==> src/rtl/mpf_pkg.sv <==
`timescale 1ns / 1ps
package mpf_pkg;
	localparam int NCH     = 4;
	localparam int PW      = 8;
	localparam int RING    = 6;
	localparam int WIN     = 5;
	localparam int HB      = 12;
	localparam int RB      = 11;
	localparam int H_LIMIT = 2048;

	typedef logic [PW-1:0] pix_t;
	typedef logic [2:0]    slot_t;

	typedef struct packed {
		pix_t lo;
		pix_t hi;
	} mm_t;

	typedef mm_t [NCH-1:0] colmm_t;

	typedef enum logic [1:0] {
		REG_WIDTH,
		REG_HEIGHT,
		REG_CHANNELS,
		REG_RADIUS
	} cfg_reg_t;

	function automatic slot_t slot_add(slot_t s, logic signed [2:0] d);
		logic [3:0] t;
		t = {1'b0, s} + 4'd6 + {d[2], d};
		if (t >= 4'd12) begin
			t = t - 4'd12;
		end else if (t >= 4'd6) begin
			t = t - 4'd6;
		end
		return t[2:0];
	endfunction

	function automatic slot_t slot_inc(slot_t s);
		return (s == slot_t'(RING - 1)) ? '0 : s + 3'd1;
	endfunction
endpackage

==> src/rtl/mpf_cell.sv <==
`timescale 1ns / 1ps
module mpf_cell import mpf_pkg::*; (
	input  logic   clk,
	input  logic   en,
	input  logic   load,
	input  colmm_t fresh,
	input  colmm_t shift_in,
	output colmm_t q
);
	colmm_t col_q;

	// load fills the whole row with the left edge column
	always_ff @(posedge clk) begin
		if (en) begin
			col_q <= load ? fresh : shift_in;
		end
	end

	assign q = col_q;
endmodule
==> config.mk <==
export PLATFORM = sky130hd
export DESIGN_NAME = mpf_cell
export DESIGN_NICKNAME = d
export VERILOG_FILES = /design/src/rtl/mpf_pkg.sv /design/src/rtl/mpf_cell.sv
export SDC_FILE = /design/constraint.sdc
export NUM_CORES = 1
export LEC_CHECK = 0
export BUFFER_PORTS_ARGS = -buffer_cell sky130_fd_sc_hd__buf_2
export CORE_ASPECT_RATIO = 0.9
export CORE_MARGIN = 2
export CORE_UTILIZATION = 42
export CTS_CLUSTER_SIZE = 20
export DETAILED_ROUTE_END_ITERATION = 10
export PLACE_DENSITY_LB_ADDON = 0.25
export SYNTH_ARGS = -nofsm -noshare
export SYNTH_HDL_FRONTEND = slang
export SYNTH_SLANG_ARGS = --single-unit
==> constraint.sdc <==
create_clock -name clk -period 1.3 [get_ports clk]
set_input_delay 0.325 -clock clk [delete_from_list [all_inputs] [get_ports clk]]
set_output_delay 0.325 -clock clk [all_outputs]
set_load 0.005 [all_outputs]
======== Yosys cells after proc, flatten, opt, wreduce, memory -nomap -nowiden ========
Cells that the tools add are included.
storage, ports and cells
  bits in registers ....................... 64
  bits of input ports ..................... 131
  output and inout bits ................... 64
operators by class
  mux-type cells .......................... 1
operators with widths
  operator           count
  2-to-1 mux 64 bit  1

======== Depth between registers and ports, before layout ========
Gate-level depths: netlist (run 1).
  word-level depth ........................ 1
  depth in mapped cells ................... 3
  gate-level depth less buffers ........... 1

======== Worst setup path after synthesis (run 1) ========
No wires, ideal clock.
  path kind ............................... in2reg
  start point ............................. input port load
  end point ............................... register col_q (netlist bit q[10]) (data pin)
  library setup time ...................... 260 ps
  arrival time ............................ 930 ps
  path slack .............................. 109 ps
  cell stages on the path ................. 3
  path through ............................ buf_6 > buf_12 > mux2_4
on the way
  longest elaborated chain between the ends .. 1
ends and longest elaborated chain
  what                  RTL line        text
  from (decl)           mpf_cell.sv:5   input logic load,
  2-to-1 mux 64 bit     mpf_cell.sv:15  col_q <= load ? fresh : shift_in;
  to (signal assigned)  mpf_cell.sv:15
  to (decl)             mpf_cell.sv:10  colmm_t col_q;
Every way passes these cells.
A chain may end at the register's enable or synchronous reset.

======== Worst setup path in the final report (run 1) ========
  start point ............................. register col_q (netlist bit q[48])
  end point ............................... output port q[48] (netlist bit)
RTL lines
  what       RTL line       text
  to (decl)  mpf_cell.sv:8  output colmm_t q
No word-level cell between the ends.

==> impl_metrics.tcl, run 1 <==
set metrics [dict create \
    crit_path_cell_trace "buf_2" \
    wire_per_inst_um 14.64 \
    synth.area.top_cells "edfxtp_1 (64%), mux2_4 (30%), buf_12 (4.0%), mux2_2 (1.5%), buf_6 (0.38%)" \
    antenna_found_initial 0 \
    synth_top_family_by_area "multiplexers" \
    overflow 0 \
    ys_warn_count 0 \
    first_pass_iters 3 \
    routed_wl_um 6442 \
    min_period_over_period 0.9022 \
    synth_top_area_share 0.6408 \
    fillers 579 \
    cts_resized 0 \
    ant_nets 0 \
    multi_input_area_um2 945.9 \
    drv_cap 0 \
    post-synth-top-area-cell "edfxtp_1" \
    final_cell_mix "buf_2 (193), edfxtp_1 (64), mux2_4 (60)" \
    synthAdderAreaFrac 0 \
    grt_max_degree 31 \
    final-setup-viol-count 0 \
    hp-class "input port to flop" \
    cp_slowest_cell "edfxtp_1" \
    syn_area_per_cell_um2 22.22 \
    vias_per_cell 4.414 \
    first_global_vias 2113 \
    clock-sinks 64 \
    fmax_mhz 852.7 \
    critPathKind "flop to output port" \
    register_area_um2 1922 \
    final_common_cell "buf_2" \
    power_density_nw_per_um2 1148 \
    ios 195 \
    synthXorXnorAreaFrac 0 \
    dpl_cell_area_um2 4088 \
    grt_use_total 0.1699 \
    antenna_cells 0 \
    syn_area_um2 2999 \
    synth_compound_area_frac 0 \
    synth-seq-cells 64 \
    port_buffers 194 \
    cts_buffers 9 \
    tns_ps 0 \
    cpPeakStageDelay_ps 380 \
    grt_pass1_wl_um 10030 \
    die_w_um 93.08 \
    period_minus_slack_ps 1173 \
    tightestPinTransition_ps 162.7 \
    yosys.cell_types.count 5 \
    crit_buf_inv 1 \
    rsz0062_at_grt "false" \
    start_kind "flop" \
    fp.coreArea_um2 6967 \
    path_delay_family "flip-flops" \
    nNetsFinal 473 \
    row_count 29 \
    drc 0 \
    cts_setup_buffers 0 \
    fin_area_um2 4265 \
    vias 1942 \
    postCtsHoldBufs 0 \
    die_y_um 84.17 \
    synth-simple-area-share 0 \
    arrival_ps 850 \
    seq_area_frac_synth 0.6408 \
    syn2layout_area_growth_pct 42.22 \
    worst_slew_margin_rel 0.8916 \
    ir_worst_vdd_uv 447.9 \
    place_hpwl_um 5046 \
    h-tree-depth 3 \
    start_util 0.4305 \
    cts-root-buf "clkbuf_8" \
    p_leak_nw 2.055 \
    clk_pin_slew_ps 70 \
    syn_inst 135 \
    status "finished clean" \
    cts_tree "built" \
    routabilityCongestion 0.7167 \
    drtIter0Drc 26 \
    finalHoldViolations 0 \
    slew_violations 0 \
    cp-end-kind "output port" \
    largest_register_ffs 64 \
    crit_path_max_fanout 1 \
    clock_path_buffers 2 \
    synth_nets 266 \
    dieArea_um2 7834 \
    required_ps 980 \
    drive_above_1_share 0.8012 \
    synthMuxAreaShare 0.3154 \
]
[cell type report]
cell class	instances	share of cell area
sequential	64	0.4506
timing repair buffer	203	0.2587
multi-input combinational	64	0.2218
clock buffer	10	0.02992
tap	93	0.02728
clock inverter	6	0.01173
[path summary, 6_finish.rpt]
check,from,to,slack (ps),cells after the start
max,q[48],q[48],130,1
min,shift_in[55],q[55],290,2
[per-stage QoR]
step / util / hold slack [ps] / instances / total power, W / setup WS [ps]
after global routing: 0.6122 / 276.0 / 440 / 0.005113 / 73.88
after floorplan: - / 437.5 / 135 / 0.002951 / 109.3
final: 0.6122 / 293.4 / 440 / 0.004895 / 127.2
after detailed placement: 0.5867 / 628.5 / 424 / 0.003401 / 26.68
after global placement: 0.5867 / 624.9 / 424 / 0.003380 / 33.71
after CTS: 0.6122 / 272.4 / 440 / 0.004967 / 87.08
[metal layers]
layer / wire length (um) / global-route usage
met1: 2334 / 0.1865
met2: 3425 / 0.2978
met3: 528 / 0.05117
met4: 153 / 0.08556
met5: 0 / 0
[Yosys cell counts (all sizes together)]
| master | number |
|---|---|
| edfxtp | 64 |
| mux2 | 64 |
| buf | 7 |
[logic make-up after synthesis]
family	Yosys count
buf+inv	7
flops	64
mux	64
[report_power, final]
part	leakage, nW	switching (W)	total, W	internal [W]
registers	0.626	0.0000411	0.00253	0.00249
logic	1.34	0.000295	0.000809	0.000515
clock network	0.0902	0.000694	0.00155	0.000857
total	2.06	0.00103	0.00489	0.00386
(Power assumes the default switching activity.)
==> run 2, diff against run 1 <==
Settings changed: MAX_ROUTING_LAYER set to met4.
==> run 2 against run 1 <==
- sequential power barely moved
- flip-flop and latch count is the same
- clock power hardly changed
- maximum frequency down 0.13%
- global-route usage up 0.52 points
- power grew 0.20%
- first-iteration DRC count grew 7.7%
- largest power group unchanged
==> impl_metrics.tcl, run 2 (synthesis gave the netlist of run 1 again) <==
set metrics [dict create \
    status "finished clean" \
    routed_wl_um 6455 \
    cts_tree "built" \
    vias 1949 \
    die_w_um 93.08 \
    postCtsHoldBufs 0 \
    drive_above_1_share 0.8012 \
    crit_buf_inv 1 \
    routabilityCongestion 0.7250 \
    nNetsFinal 473 \
    grt_use_total 0.1752 \
    drv_cap 0 \
    cpPeakStageDelay_ps 380 \
    die_y_um 84.17 \
    row_count 29 \
    p_leak_nw 2.055 \
    clk_pin_slew_ps 70 \
    cts_resized 0 \
    first_pass_iters 4 \
    largest_register_ffs 64 \
    arrival_ps 850 \
    grt_pass1_wl_um 10020 \
    first_global_vias 2123 \
    period_minus_slack_ps 1174 \
    fillers 579 \
    multi_input_area_um2 945.9 \
    worst_slew_margin_rel 0.8928 \
    p_clk_frac 0.318 \
    crit_path_start "q[48]" \
    fp.coreArea_um2 6967 \
    overflow 0 \
    cts_setup_buffers 0 \
    finalPower_w 0.004905 \
    dieArea_um2 7834 \
    clock_path_buffers 2 \
    cts_buffers 9 \
    wire_per_inst_um 14.67 \
    register_area_um2 1922 \
    cts-root-buf "clkbuf_8" \
    place_hpwl_um 5046 \
    crit_cells 1 \
    drc 0 \
    hp-class "input port to flop" \
    critPathKind "flop to output port" \
    path_delay_family "flip-flops" \
    power_density_nw_per_um2 1150 \
    p_int_w 0.003865 \
    power_frac_comb 0.165 \
    antenna_cells 0 \
    grt_max_degree 31 \
    cp-end-kind "output port" \
    cp_slowest_cell "edfxtp_1" \
    antenna_found_initial 0 \
    fmax_mhz 851.5 \
    critPathCapture "q[48]" \
    seq_power_share 0.517 \
    finalHoldViolations 0 \
    clock-sinks 64 \
    swShare 0.2120 \
    final_common_cell "buf_2" \
    ir_worst_vdd_uv 449.0 \
    drtIter0Drc 28 \
    crit_path_cell_trace "buf_2" \
    tightestPinTransition_ps 160.8 \
    slew_violations 0 \
    tns_ps 0 \
    syn2layout_area_growth_pct 42.22 \
    start_util 0.4305 \
    h-tree-depth 3 \
    vias_per_cell 4.430 \
    final_cell_mix "buf_2 (193), edfxtp_1 (64), mux2_4 (60)" \
    final-setup-viol-count 0 \
    start_kind "flop" \
    crit_path_max_fanout 1 \
    rsz0062_at_grt "false" \
    ios 195 \
    port_buffers 194 \
    ant_nets 0 \
    min_period_over_period 0.9034 \
    required_ps 980 \
    switchingPower_w 0.001040 \
]
run 2: per-stage QoR:
stage	cell area (um^2)	instances	hold WS [ps]	setup slack, ps	util
4_1_cts	4265	440	272.4	87.08	0.6122
5_1_grt	4265	440	276.0	73.90	0.6122
3_5_place_dp	4088	424	628.5	26.68	0.5867
2_1_floorplan	2999	135	437.5	109.3	-
6_report	4265	440	291.3	125.6	0.6122
3_3_place_gp	4088	424	624.9	33.71	0.5867
run 2: worst min-delay path by stage:
stage,depth (start not counted),start,slack [ps],endpoint
6_report,2,shift_in[30],290,q[30]
2_1_floorplan,0,en,440,q[0]
4_1_cts,2,shift_in[30],270,q[30]
3_5_place_dp,2,shift_in[30],630,q[30]
5_1_grt,2,shift_in[55],280,q[55]
3_3_place_gp,2,shift_in[46],620,q[46]
run 2: per-layer routing:
layer | vias to the layer above | GRT usage | wire (um) | part of all wire
met1 | 893 | 0.1919 | 2400 | 0.37
met2 | 98 | 0.2978 | 3411 | 0.53
li1 | 945 | - | - | -
met3 | 13 | 0.04309 | 492 | 0.076
met4 | 0 | 0.08556 | 150 | 0.023
met5 | - | - | 0 | 0
run 2: power groups by stage:
| stage | clock network [W] | logic [W] | registers (W) |
|---|---|---|---|
| floorplan | 0 | 0.000336 | 0.00261 |
| global placement | 0 | 0.000804 | 0.00258 |
| detailed placement | 0 | 0.000822 | 0.00258 |
| CTS | 0.00161 | 0.000825 | 0.00254 |
| global route | 0.00168 | 0.000877 | 0.00255 |
| finish | 0.00156 | 0.000810 | 0.00253 |
run 2: cell type report:
cell class                 instances  share of cell area
multi-input combinational         64              0.2218
tap                               93             0.02728
timing repair buffer             203              0.2587
clock inverter                     6             0.01173
clock buffer                      10             0.02992
sequential                        64              0.4506
